`src/rtl/core/ttci_pkg.sv`:
```
package ttci_pkg;

  localparam logic [7:0] CH_INTRO   = 8'h5E;
  localparam logic [7:0] CH_SPACE   = 8'h20;
  localparam logic [7:0] CH_ZERO    = 8'h30;
  localparam logic [7:0] CH_NINE    = 8'h39;
  localparam logic [7:0] CH_NEWLINE = 8'h0A;

  localparam logic [7:0] CMD_CLEAR  = 8'h63;
  localparam logic [7:0] CMD_HOME   = 8'h68;
  localparam logic [7:0] CMD_BOL    = 8'h62;
  localparam logic [7:0] CMD_DOWN   = 8'h64;
  localparam logic [7:0] CMD_UP     = 8'h75;
  localparam logic [7:0] CMD_LEFT   = 8'h6C;
  localparam logic [7:0] CMD_RIGHT  = 8'h72;
  localparam logic [7:0] CMD_ERASE  = 8'h65;
  localparam logic [7:0] CMD_INSERT = 8'h69;
  localparam logic [7:0] CMD_OVER   = 8'h6F;

  localparam logic [2:0] OP_NONE  = 3'd0;
  localparam logic [2:0] OP_PUT   = 3'd1;
  localparam logic [2:0] OP_INS   = 3'd2;
  localparam logic [2:0] OP_CLR   = 3'd3;
  localparam logic [2:0] OP_ERASE = 3'd4;
  localparam logic [2:0] OP_READ  = 3'd5;

  localparam int QDEPTH = 4;
  localparam int QAW    = $clog2(QDEPTH);

  typedef struct packed {
    logic [2:0] kind;
    logic [7:0] ch;
    logic [3:0] row;
    logic [3:0] col;
    logic [3:0] cur_row;
    logic [3:0] cur_col;
    logic       ins;
  } ttci_op_t;

endpackage

```
`src/rtl/core/ttci_if.sv`:
```
interface ttci_in_if;
  logic       valid;
  logic       ready;
  logic       func;
  logic [7:0] byte_in;
  logic [3:0] read_row;
  logic [3:0] read_col;

  modport source (output valid, func, byte_in, read_row, read_col, input ready);
  modport sink (input valid, func, byte_in, read_row, read_col, output ready);
endinterface

interface ttci_out_if;
  logic       valid;
  logic       ready;
  logic [7:0] cell_char;
  logic [3:0] cursor_row;
  logic [3:0] cursor_col;
  logic       insert_on;

  modport source (output valid, cell_char, cursor_row, cursor_col, insert_on, input ready);
  modport sink (input valid, cell_char, cursor_row, cursor_col, insert_on, output ready);
endinterface

```
`src/rtl/core/ttci_front.sv`:
```
module ttci_front #(
  parameter int SCREEN_DIM = 10
) (
  input  logic              clk,
  input  logic              rst,
  ttci_in_if.sink           req,
  input  logic              q_full,
  output logic              q_push,
  output ttci_pkg::ttci_op_t q_data
);
  import ttci_pkg::*;

  localparam logic [1:0] PH_NORMAL = 2'd0;
  localparam logic [1:0] PH_INTRO  = 2'd1;
  localparam logic [1:0] PH_ROW    = 2'd2;
  localparam logic [3:0] LAST      = 4'(SCREEN_DIM - 1);

  logic [1:0] phase, phase_next;
  logic [3:0] pending_row, pending_row_next;
  logic [3:0] row_pos, row_pos_next;
  logic [3:0] col_pos, col_pos_next;
  logic       insert_mode, insert_mode_next;

  logic       is_dig;
  logic [3:0] dpos;
  logic       show;
  logic [7:0] show_ch;
  logic [7:0] b;

  assign req.ready = !q_full;
  assign q_push    = req.valid && !q_full;
  assign b         = req.byte_in;
  assign is_dig    = (b >= CH_ZERO) && (b <= CH_NINE);
  assign dpos      = (b[3:0] > LAST) ? LAST : b[3:0];

  always_comb begin
    phase_next       = phase;
    pending_row_next = pending_row;
    row_pos_next     = row_pos;
    col_pos_next     = col_pos;
    insert_mode_next = insert_mode;
    show             = 1'b0;
    show_ch          = b;
    q_data           = '0;
    q_data.kind      = OP_NONE;
    q_data.row       = row_pos;
    q_data.col       = col_pos;

    if (req.func) begin
      q_data.row = req.read_row;
      q_data.col = req.read_col;
      if (req.read_row <= LAST && req.read_col <= LAST) begin
        q_data.kind = OP_READ;
      end
    end else begin
      unique case (phase)
        PH_INTRO: begin
          if (is_dig) begin
            pending_row_next = dpos;
            phase_next       = PH_ROW;
          end else begin
            phase_next = PH_NORMAL;
            unique case (b)
              CMD_CLEAR:  q_data.kind = OP_CLR;
              CMD_HOME: begin
                row_pos_next = '0;
                col_pos_next = '0;
              end
              CMD_BOL:    col_pos_next = '0;
              CMD_DOWN:   if (row_pos < LAST) row_pos_next = row_pos + 4'd1;
              CMD_UP:     if (row_pos != '0) row_pos_next = row_pos - 4'd1;
              CMD_LEFT:   if (col_pos != '0) col_pos_next = col_pos - 4'd1;
              CMD_RIGHT:  if (col_pos < LAST) col_pos_next = col_pos + 4'd1;
              CMD_ERASE:  q_data.kind = OP_ERASE;
              CMD_INSERT: insert_mode_next = 1'b1;
              CMD_OVER:   insert_mode_next = 1'b0;
              CH_INTRO: begin
                show    = 1'b1;
                show_ch = CH_INTRO;
              end
              default: ;
            endcase
          end
        end
        PH_ROW: begin
          phase_next = PH_NORMAL;
          if (is_dig) begin
            row_pos_next = pending_row;
            col_pos_next = dpos;
          end
        end
        default: begin
          phase_next = PH_NORMAL;
          if (b == CH_INTRO) begin
            phase_next = PH_INTRO;
          end else if (b != CH_NEWLINE) begin
            show = 1'b1;
          end
        end
      endcase

      if (show) begin
        q_data.kind = insert_mode ? OP_INS : OP_PUT;
        q_data.ch   = show_ch;
        if (col_pos < LAST) col_pos_next = col_pos + 4'd1;
      end
    end

    q_data.cur_row = row_pos_next;
    q_data.cur_col = col_pos_next;
    q_data.ins     = insert_mode_next;
  end

  always_ff @(posedge clk) begin
    if (rst) begin
      phase       <= PH_NORMAL;
      pending_row <= '0;
      row_pos     <= '0;
      col_pos     <= '0;
      insert_mode <= 1'b0;
    end else if (q_push) begin
      phase       <= phase_next;
      pending_row <= pending_row_next;
      row_pos     <= row_pos_next;
      col_pos     <= col_pos_next;
      insert_mode <= insert_mode_next;
    end
  end

endmodule

```
`src/rtl/core/ttci_queue.sv`:
```
module ttci_queue (
  input  logic               clk,
  input  logic               rst,
  input  logic               push,
  input  ttci_pkg::ttci_op_t wdata,
  output logic               full,
  input  logic               pop,
  output ttci_pkg::ttci_op_t rdata,
  output logic               empty
);
  import ttci_pkg::*;

  ttci_op_t       slots [QDEPTH];
  logic [QAW-1:0] wr_ptr;
  logic [QAW-1:0] rd_ptr;
  logic [QAW:0]   count;

  assign full  = (count == (QAW+1)'(QDEPTH));
  assign empty = (count == '0);
  assign rdata = slots[rd_ptr];

  always_ff @(posedge clk) begin
    if (push) slots[wr_ptr] <= wdata;
  end

  always_ff @(posedge clk) begin
    if (rst) begin
      wr_ptr <= '0;
      rd_ptr <= '0;
      count  <= '0;
    end else begin
      if (push) wr_ptr <= wr_ptr + 1'b1;
      if (pop) rd_ptr <= rd_ptr + 1'b1;
      if (push && !pop) count <= count + 1'b1;
      else if (pop && !push) count <= count - 1'b1;
    end
  end

  a_count_bound: assert property (@(posedge clk) disable iff (rst)
    count <= (QAW+1)'(QDEPTH)) else $error("queue count overflow");
  a_pop_nonempty: assert property (@(posedge clk) disable iff (rst)
    pop |-> count != '0) else $error("pop from empty queue");
  a_push_room: assert property (@(posedge clk) disable iff (rst)
    push |-> !full) else $error("push into full queue");

endmodule

```
`src/rtl/core/ttci_back.sv`:
```
module ttci_back #(
  parameter int SCREEN_DIM = 10
) (
  input  logic               clk,
  input  logic               rst,
  input  logic               q_empty,
  input  ttci_pkg::ttci_op_t q_data,
  output logic               q_pop,
  ttci_out_if.source         rsp
);
  import ttci_pkg::*;

  localparam int         CELLS = SCREEN_DIM * SCREEN_DIM;
  localparam int         AW    = $clog2(CELLS);
  localparam logic [3:0] LAST  = 4'(SCREEN_DIM - 1);

  localparam logic [2:0] S_IDLE  = 3'd0;
  localparam logic [2:0] S_SHIFT = 3'd1;
  localparam logic [2:0] S_PUT   = 3'd2;
  localparam logic [2:0] S_READ  = 3'd3;
  localparam logic [2:0] S_EMIT  = 3'd4;

  logic [2:0]       state;
  ttci_op_t         cur;
  logic [7:0]       cell_q;
  logic [3:0]       k;
  logic [3:0]       wr_col;
  logic             rd_pend;

  logic [7:0]       mem [CELLS];
  logic [CELLS-1:0] vld;
  logic [7:0]       rdata;
  logic             rvalid;

  logic             we;
  logic [AW-1:0]    waddr;
  logic [7:0]       wdata;
  logic             wbit;
  logic [AW-1:0]    raddr;
  logic             out_free;

  function automatic logic [AW-1:0] cell_addr(input logic [3:0] r, input logic [3:0] c);
    return AW'(32'(r) * SCREEN_DIM + 32'(c));
  endfunction

  assign q_pop    = (state == S_IDLE) && !q_empty;
  assign out_free = !rsp.valid || rsp.ready;

  always_comb begin
    we    = 1'b0;
    waddr = cell_addr(cur.row, cur.col);
    wdata = cur.ch;
    wbit  = 1'b1;
    raddr = cell_addr(q_data.row, q_data.col);
    if (state == S_SHIFT) begin
      raddr = cell_addr(cur.row, 4'(k - 4'd1));
      if (rd_pend) begin
        we    = 1'b1;
        waddr = cell_addr(cur.row, wr_col);
        wdata = rdata;
        wbit  = rvalid;
      end
    end else if (state == S_PUT) begin
      we = 1'b1;
    end
  end

  always_ff @(posedge clk) begin
    if (we) mem[waddr] <= wdata;
    rdata  <= mem[raddr];
    rvalid <= vld[raddr];
  end

  always_ff @(posedge clk) begin
    if (rst) begin
      vld <= '0;
    end else if (q_pop && q_data.kind == OP_CLR) begin
      vld <= '0;
    end else if (q_pop && q_data.kind == OP_ERASE) begin
      for (int r = 0; r < SCREEN_DIM; r++) begin
        for (int c = 0; c < SCREEN_DIM; c++) begin
          if (q_data.row == 4'(r) && 4'(c) >= q_data.col) vld[r*SCREEN_DIM+c] <= 1'b0;
        end
      end
    end else if (we) begin
      vld[waddr] <= wbit;
    end
  end

  always_ff @(posedge clk) begin
    if (rst) begin
      state     <= S_IDLE;
      rd_pend   <= 1'b0;
      rsp.valid <= 1'b0;
    end else begin
      if (rsp.valid && rsp.ready && !(state == S_EMIT && out_free)) rsp.valid <= 1'b0;
      unique case (state)
        S_IDLE: begin
          if (q_pop) begin
            cur     <= q_data;
            cell_q  <= '0;
            k       <= LAST;
            rd_pend <= 1'b0;
            priority case (q_data.kind)
              OP_PUT:  state <= S_PUT;
              OP_INS:  state <= (q_data.col >= LAST) ? S_PUT : S_SHIFT;
              OP_READ: state <= S_READ;
              default: state <= S_EMIT;
            endcase
          end
        end
        S_SHIFT: begin
          if (k > cur.col) begin
            rd_pend <= 1'b1;
            wr_col  <= k;
            k       <= k - 4'd1;
          end else begin
            rd_pend <= 1'b0;
            state   <= S_PUT;
          end
        end
        S_PUT: state <= S_EMIT;
        S_READ: begin
          cell_q <= rvalid ? rdata : CH_SPACE;
          state  <= S_EMIT;
        end
        S_EMIT: begin
          if (out_free) begin
            rsp.valid      <= 1'b1;
            rsp.cell_char  <= cell_q;
            rsp.cursor_row <= cur.cur_row;
            rsp.cursor_col <= cur.cur_col;
            rsp.insert_on  <= cur.ins;
            state          <= S_IDLE;
          end
        end
        default: state <= S_IDLE;
      endcase
    end
  end

  a_shift_bound: assert property (@(posedge clk) disable iff (rst)
    (state == S_SHIFT) |-> (k >= cur.col)) else $error("shift pointer passed cursor");
  a_shift_kind: assert property (@(posedge clk) disable iff (rst)
    (state == S_SHIFT) |-> (cur.kind == OP_INS)) else $error("shift without insert op");
  a_rsp_hold: assert property (@(posedge clk) disable iff (rst)
    (rsp.valid && !rsp.ready) |=> (rsp.valid && $stable(rsp.cell_char) &&
    $stable(rsp.cursor_row) && $stable(rsp.cursor_col) && $stable(rsp.insert_on)))
    else $error("result changed while stalled");

endmodule

```
`src/rtl/core/text_terminal_control_interpreter_unit.sv`:
```
// Channel  Role   Payload
// req      sink   func, byte_in, read_row, read_col
// rsp      source cell_char, cursor_row, cursor_col, insert_on
//
// Parser and cursor run at one item per cycle, while the queue has room, into a 4-entry op queue.
// Back end takes one item at a time: control-only items go straight to emit, put and read pass
// through a write or read state, and an insert before the last column first shifts the row right.
// Sync reset clears parser, cursor and cell valid bits (screen reads as spaces).
// req stalls only when the queue is full; rsp is a holding register.
module text_terminal_control_interpreter_unit #(
  parameter int SCREEN_DIM = 10
) (
  input  logic        clk,
  input  logic        rst,
  ttci_in_if.sink     req,
  ttci_out_if.source  rsp
);
  import ttci_pkg::*;

  ttci_op_t push_data;
  ttci_op_t pop_data;
  logic     push;
  logic     pop;
  logic     full;
  logic     empty;

  ttci_front #(.SCREEN_DIM(SCREEN_DIM)) u_front (
    .clk    (clk),
    .rst    (rst),
    .req    (req),
    .q_full (full),
    .q_push (push),
    .q_data (push_data)
  );

  ttci_queue u_queue (
    .clk   (clk),
    .rst   (rst),
    .push  (push),
    .wdata (push_data),
    .full  (full),
    .pop   (pop),
    .rdata (pop_data),
    .empty (empty)
  );

  ttci_back #(.SCREEN_DIM(SCREEN_DIM)) u_back (
    .clk     (clk),
    .rst     (rst),
    .q_empty (empty),
    .q_data  (pop_data),
    .q_pop   (pop),
    .rsp     (rsp)
  );

endmodule
```
`src/flat_wrapper.sv`:
```
// flat-port wrapper written by rule: the top's interface ports become plain ports
module text_terminal_control_interpreter_unit_flat import ttci_pkg::*;
#(
  parameter int SCREEN_DIM = 10
)
  (clk, rst, req_valid, req_func, req_byte_in, req_read_row, req_read_col, req_ready, rsp_valid, rsp_cell_char, rsp_cursor_row, rsp_cursor_col, rsp_insert_on, rsp_ready);
  ttci_in_if req_i ();
  ttci_out_if rsp_i ();
  input  logic clk;
  input  logic rst;
  input wire logic [$bits(req_i.valid)-1:0] req_valid;
  input wire logic [$bits(req_i.func)-1:0] req_func;
  input wire logic [$bits(req_i.byte_in)-1:0] req_byte_in;
  input wire logic [$bits(req_i.read_row)-1:0] req_read_row;
  input wire logic [$bits(req_i.read_col)-1:0] req_read_col;
  output wire logic [$bits(req_i.ready)-1:0] req_ready;
  output wire logic [$bits(rsp_i.valid)-1:0] rsp_valid;
  output wire logic [$bits(rsp_i.cell_char)-1:0] rsp_cell_char;
  output wire logic [$bits(rsp_i.cursor_row)-1:0] rsp_cursor_row;
  output wire logic [$bits(rsp_i.cursor_col)-1:0] rsp_cursor_col;
  output wire logic [$bits(rsp_i.insert_on)-1:0] rsp_insert_on;
  input wire logic [$bits(rsp_i.ready)-1:0] rsp_ready;
  assign req_i.valid = req_valid;
  assign req_i.func = req_func;
  assign req_i.byte_in = req_byte_in;
  assign req_i.read_row = req_read_row;
  assign req_i.read_col = req_read_col;
  assign req_ready = req_i.ready;
  assign rsp_valid = rsp_i.valid;
  assign rsp_cell_char = rsp_i.cell_char;
  assign rsp_cursor_row = rsp_i.cursor_row;
  assign rsp_cursor_col = rsp_i.cursor_col;
  assign rsp_insert_on = rsp_i.insert_on;
  assign rsp_i.ready = rsp_ready;
  text_terminal_control_interpreter_unit #(.SCREEN_DIM(SCREEN_DIM)) u_core (.clk(clk), .rst(rst), .req(req_i), .rsp(rsp_i));
endmodule
```
`config.mk`:
```
export PLATFORM = sky130hd
export DESIGN_NAME = text_terminal_control_interpreter_unit_flat
export DESIGN_NICKNAME = d
export VERILOG_FILES = /design/src/rtl/core/ttci_pkg.sv /design/src/rtl/core/ttci_if.sv /design/src/rtl/core/ttci_front.sv /design/src/rtl/core/ttci_queue.sv /design/src/rtl/core/ttci_back.sv /design/src/rtl/core/text_terminal_control_interpreter_unit.sv /design/src/flat_wrapper.sv
export SDC_FILE = /design/constraint.sdc
export NUM_CORES = 2
export LEC_CHECK = 0
export ABC_AREA = 1
export BUFFER_PORTS_ARGS = -buffer_cell sky130_fd_sc_hd__buf_2
export CELL_PAD_IN_SITES_DETAIL_PLACEMENT = 0
export CELL_PAD_IN_SITES_GLOBAL_PLACEMENT = 2
export CORE_MARGIN = 4
export CORE_UTILIZATION = 37
export DETAILED_ROUTE_END_ITERATION = 10
export GPL_ROUTABILITY_DRIVEN = 0
export HOLD_SLACK_MARGIN = 0.08
export PLACE_DENSITY_LB_ADDON = 0.2
export SLEW_MARGIN = 25
export SYNTH_ARGS = -nofsm -noshare
export SYNTH_HDL_FRONTEND = slang
export SYNTH_SLANG_ARGS = --single-unit
```
`constraint.sdc`:
```
create_clock -name clk -period 6.5 [get_ports clk]
set_clock_uncertainty 0.15 [all_clocks]
set_input_delay 0.975 -clock clk [delete_from_list [all_inputs] [get_ports clk]]
set_output_delay 0.975 -clock clk [all_outputs]
set_load 0.02 [all_outputs]
```
# After elaboration in Yosys (flattened, before gate mapping)
# Memory sizes are Yosys's and may differ from the RTL's. A register that Yosys moved wholly into a read port is not among the register bits.
# Index checks and enable logic that the tools add are counted.
# op_classes
addsub	13
multipliers	2
order_cmp	22
eq_ne	137
muxes	185
bitwise	2
reduce_logical	240
# ops
operator	count
$reduce_and 2->1	102
$ne 2x1->1 const B	101
$mux 100	2
$mux 1	125
$logic_and 1x1->1	112
$bwmux 100	1
$eq 8x7->1 const B	11
$mux 8	9
$mux 4	15
$add 7x4->7	4
$mux 3	9
$pmux 4 s2	3
$pmux 4 s3	2
$mux 7	3
$eq 4x3->1 const B	4
$ge 3x4->1 const A	4
$lt 7x8->1 const B	2
$pmux 8 s2	1
$reduce_and 3->1	5
$eq 3x2->1 const B	4
$eq 3x3->1 const B	4
$mul 4x3->6 const B	2
$pmux 3 s4	1
$sub 4x1->4 const B	3
40 further kinds	72
# word_totals
reg_bits	186
ramBits	912
input_bits	21
wordCells	728
memories	2
# memory_table
memory	depth	word_bits	rd	rd_clocked_by_memory_dff	wr	line_no	rtl
u_core.u_back.mem	100	8	1	1	1	ttci_back.sv:30	logic [7:0] mem [CELLS];
u_core.u_queue.slots	4	28	1	1	1	ttci_queue.sv:13	ttci_op_t slots [QDEPTH];

# Logic depth before layout (Yosys ltp)
# logic_depth
word_depth	11
depth_mapped	24

# By module
# A second synthesis with hierarchy kept.
# hier_totals
cells_unflattened	5690
hier_area_um2	52142.5
# modules_own_cells
mod	n_inst	cells_per_inst	area_per_inst_um2	seq_area_each_um2
ttci_back	1	5009	45615.0	28046.9
ttci_queue	1	329	4598.2	3543.4
ttci_front	1	352	1929.4	300.3

# Worst setup path after synthesis
# OpenSTA, ideal clock, no wires.
# synth_path
path_kind	reg2reg
from	register u_core.u_back.state[0]
to	memory u_core.u_back.mem[0][0], data pin
arrival_time_ns	5.081
required_time_ns	5.369
setup_slack_ns	0.289
stages_incl_launch_ff	7
n_path_buf	2
cell_sequence	dfxtp_1 -> inv_2 -> nor3_4 -> nand2_4 -> buf_6 -> clkbuf_1 -> o21ai_0
# synth_between
elab_chain_cells	2
# synth_lines
element	line_no	rtl
from (decl)	ttci_back.sv:23	logic [2:0] state;
from (signal assigned)	ttci_back.sv:106	OP_INS: state <= (q_data.col >= LAST) ? S_PUT : S_SHIFT;
$eq 3x1->1	ttci_back.sv:55	if (state == S_SHIFT) begin
$mux 8	ttci_back.sv:55	
named net u_core.u_back.wdata[0]	ttci_back.sv:37	logic [7:0] wdata;
to (decl)	ttci_back.sv:30	
# The timed path passes the listed nets, and every way through them passes these cells.

==> impl_metrics.yaml <==
worst_setup_path:
  max_stage_delay_ns: 0.64
  critPathLaunchType: "flop"
  crit_arrival_ns: 5.61
  crit_chain: "inv_2 -> nand2_1 -> nand3_1 -> nand2_1 -> inv_1 -> ha_1 -> inv_1 -> fa_1 -> or2_2 -> nand2_1 -> nand2_1 -> o21ai_0 -> nand2_2 -> buf_4 -> a21oi_1 -> nor2_1 -> nand2_1 -> nand3_1 -> nand2_1 -> nand2_1 -> nand2_1"
  cpMaxStageDelayCell: "inv_2"
  end_kind: "flop"
  cp.required_ns: 7.06
  cp_max_fo: 54
  rr_worst_depth: 21
  crit_top_cell: "nand2_1"
  rr_endpoint: "u_core.u_back.rdata[2]"
  critical_path_class: "reg2reg"
  endpoint: "u_core.u_back.rdata[2]"
  reg2reg_slack_ns: 1.45
floorplan:
  rows: 137
  fp.dieW_um: 383
  start_util: 0.373
  fp.coreArea_um2: 140000
  die_area_um2: 147000
  die_h_um: 383
  io-pin-count: 40
placed_design:
  port_buffers: 39
  placed_cells: 7350
  hpwl_um: 112000
logic_synthesis:
  synth_fp_nets: 5698
  avgSynthCellArea_um2: 9.24
  synth_compound_area_frac: 0.0426
  synthCells: 5633
  yosysUniqueCellTypes: 47
  muxShareOfSynthArea: 0
  synth_top_family_by_area: "simple AND/OR/NAND/NOR gates"
  synth-xor-area-share: 0.00284
  yosys_warnings: 0
  synth_area_um2: 52100
  synthSimpleGateAreaFrac: 0.248
  ys_seq_area_frac: 0.612
  ys_ff_latch: 1108
  synth_adder_area_share: 0.0116
detailed_routing:
  wirelength_um: 181000
  initialDrtViolationCount: 3540
  routed_via_density: 5.17
  drt_pre_antenna_iters: 8
  drt.antenna.violating_nets: 0
  drc: 0
  wl_per_cell_um: 23.8
  vias: 39200
sta:
  rsz0062_at_grt: "false"
  period_minus_slack_ns: 5.05
  finalHoldViolations: 0
  fin_crit_sh: 0.776
  slew_viol_final: 0
  worst_pin_slew_ns: 1.21
  setup_viol: 0
  max_slew_margin: 0.195
  max_freq_mhz: 198
  fin_tns_setup_ns: 0
run:
  drv_cap: 0
cells_and_area:
  area_growth_syn_to_layout_pct: 12.8
  nNetsFinal: 5671
  antennaDiodeCount: 0
  layout-drive-gt1-share: 0.0707
  instances_no_fill: 7589
cts:
  clock_sinks: 1108
  cts_made_buffers: 130
  cts_tree: "yes"
  cts_resized: 0
  h-tree-depth: 4
  clk_latency_ns: 0.78
  cts_setup_buffers: 0
  clkTransAtPathRegs_ns: 0.06
  hold_buffers: 0
  cts_buffer_depth: 3
  root_buffer: "clkbuf_16"
grt:
  grt_pass1_vias: 37771
  gr-usage-all-layers: 0.243
  grt_max_degree: 176
  grt_pass1_wl_um: 264000
  overflow: 0
  antenna_found_initial: 2
worst_hold_path:
  hp-class: "reg2reg"
  whs_path_depth: 0
run_status:
  status: "finished clean"
## layer usage
layer | GRT usage | part of all wire | up-vias | wire length [um]
li1 | - | - | 18680 | -
met1 | 0.338 | 0.45 | 19204 | 81700
met2 | 0.395 | 0.47 | 1067 | 84600
met3 | 0.0345 | 0.051 | 249 | 9280
met4 | 0.0724 | 0.027 | 0 | 4940
met5 | 0 | 0 | - | 0
## layout make-up
type                    instances  area, um2
clock buffers                 175       3540
repair buffers                137       1120
well taps                    1876       2350
flip-flops and latches       1108      31900
multi-input cells            3406      16100
clock inverters                64        622
inverters                     823       3100
fillers                     13598      81000
## sequential cells by signal (all words and copies together) (netlist names), 8 cells and up, named ones only
name	flops
u_core.u_queue.slots	112
u_core.u_back.cur	25
u_core.u_back.cell_q	8
u_core.u_back.vld	100
u_core.u_back.mem	800
u_core.u_back.rsp.cell_char	8
u_core.u_back.rdata	8
## placed cells by master, fill, tap and decap left out, types with 10 or more instances in the layout
cell type / count
ha_1: 37
inv_2: 15
dfxtp_1: 137
o21ai_4: 10
edfxtp_1: 970
nor2_1: 368
nor2_2: 20
buf_12: 15
clkinv_2: 17
clkbuf_16: 134
buf_4: 83
clkinv_1: 28
nor3_1: 57
o22ai_1: 19
inv_1: 801
nand3_1: 1069
a22oi_1: 10
buf_2: 39
nand2_1: 1292
o211ai_1: 18
clkbuf_1: 38
a21oi_1: 214
o21ai_0: 122
nand4_1: 15
nand3b_1: 75
## worst min-delay path by stage
| stage | startpoint | endpoint |
|---|---|---|
| 4_1_cts | u_core.u_back.cur[2] | u_core.u_back.rsp.cursor_col[1] |
| 3_5_place_dp | u_core.u_back.cur[2] | u_core.u_back.rsp.cursor_col[1] |
| 6_report | u_core.u_back.cur[2] | u_core.u_back.rsp.cursor_col[1] |
| 5_1_grt | u_core.u_back.cur[4] | u_core.u_back.rsp.cursor_col[3] |
| 3_3_place_gp | u_core.u_back.cur[0] | u_core.u_back.rsp.insert_on |
| 2_1_floorplan | u_core.u_back.cell_q[0] | u_core.u_back.rsp.cell_char[0] |
## through the flow
step           cell area [um2]  hold WS (ns)   util  worst slack, ns
2_1_floorplan            52100         0.250      -            0.289
3_3_place_gp             54500         0.260  0.390             1.59
3_5_place_dp             54600         0.264  0.391             1.55
4_1_cts                  58700         0.275  0.420             1.54
5_1_grt                  58700         0.290  0.420             1.01
6_report                 58700         0.271  0.420             1.45
## cell families (layout without fill, tap and decap cells)
family | Yosys count | after routing
AO/OA/AOI/OAI | 414 | 414
AND/OR/NAND/NOR | 2932 | 2932
adder cells (fa/ha/maj) | 44 | 44
buffers and inverters | 1119 | 1199
XOR/XNOR | 16 | 16
flip-flops | 1108 | 1108
## worst max-delay path: cells and delay by family, from the launching register on
family	cells	cell delay, ns
compound gates	2	0.49
fa+ha+maj	2	0.65
buf+inv	4	1.26
flops	1	0.32
simple gates	13	2.09
## synthesized netlist by cell type (all sizes together)
cell / count / area share
ha: 37 / 0.0089
edfxtp: 970 / 0.56
nand4: 16 / 0.0020
nand2: 1304 / 0.094
o31ai: 2 / 0.00029
or2: 2 / 0.00024
o21bai: 1 / 0.00014
clkbuf: 162 / 0.012
nand3b: 75 / 0.011
o22ai: 19 / 0.0023
nand3: 1077 / 0.10
dfxtp: 138 / 0.053
nor4: 2 / 0.00024
a32oi: 1 / 0.00017
o41ai: 1 / 0.00017
a22oi: 10 / 0.0014
xnor2: 6 / 0.0010
nor3: 61 / 0.0061
a31oi: 4 / 0.00048
a21o: 1 / 0.00014
o211ai: 18 / 0.0026
fa: 7 / 0.0027
o21ai: 136 / 0.013
clkinv: 6 / 0.00043
o221ai: 2 / 0.00034
buf: 134 / 0.012
inv: 817 / 0.059
xor2: 10 / 0.0018
nor2: 395 / 0.030
a21oi: 218 / 0.021
o32ai: 1 / 0.00017
Power is left out: the tool's default activity adds up to more than one toggle a clock period on the data nets, which glitch-free logic cannot reach.
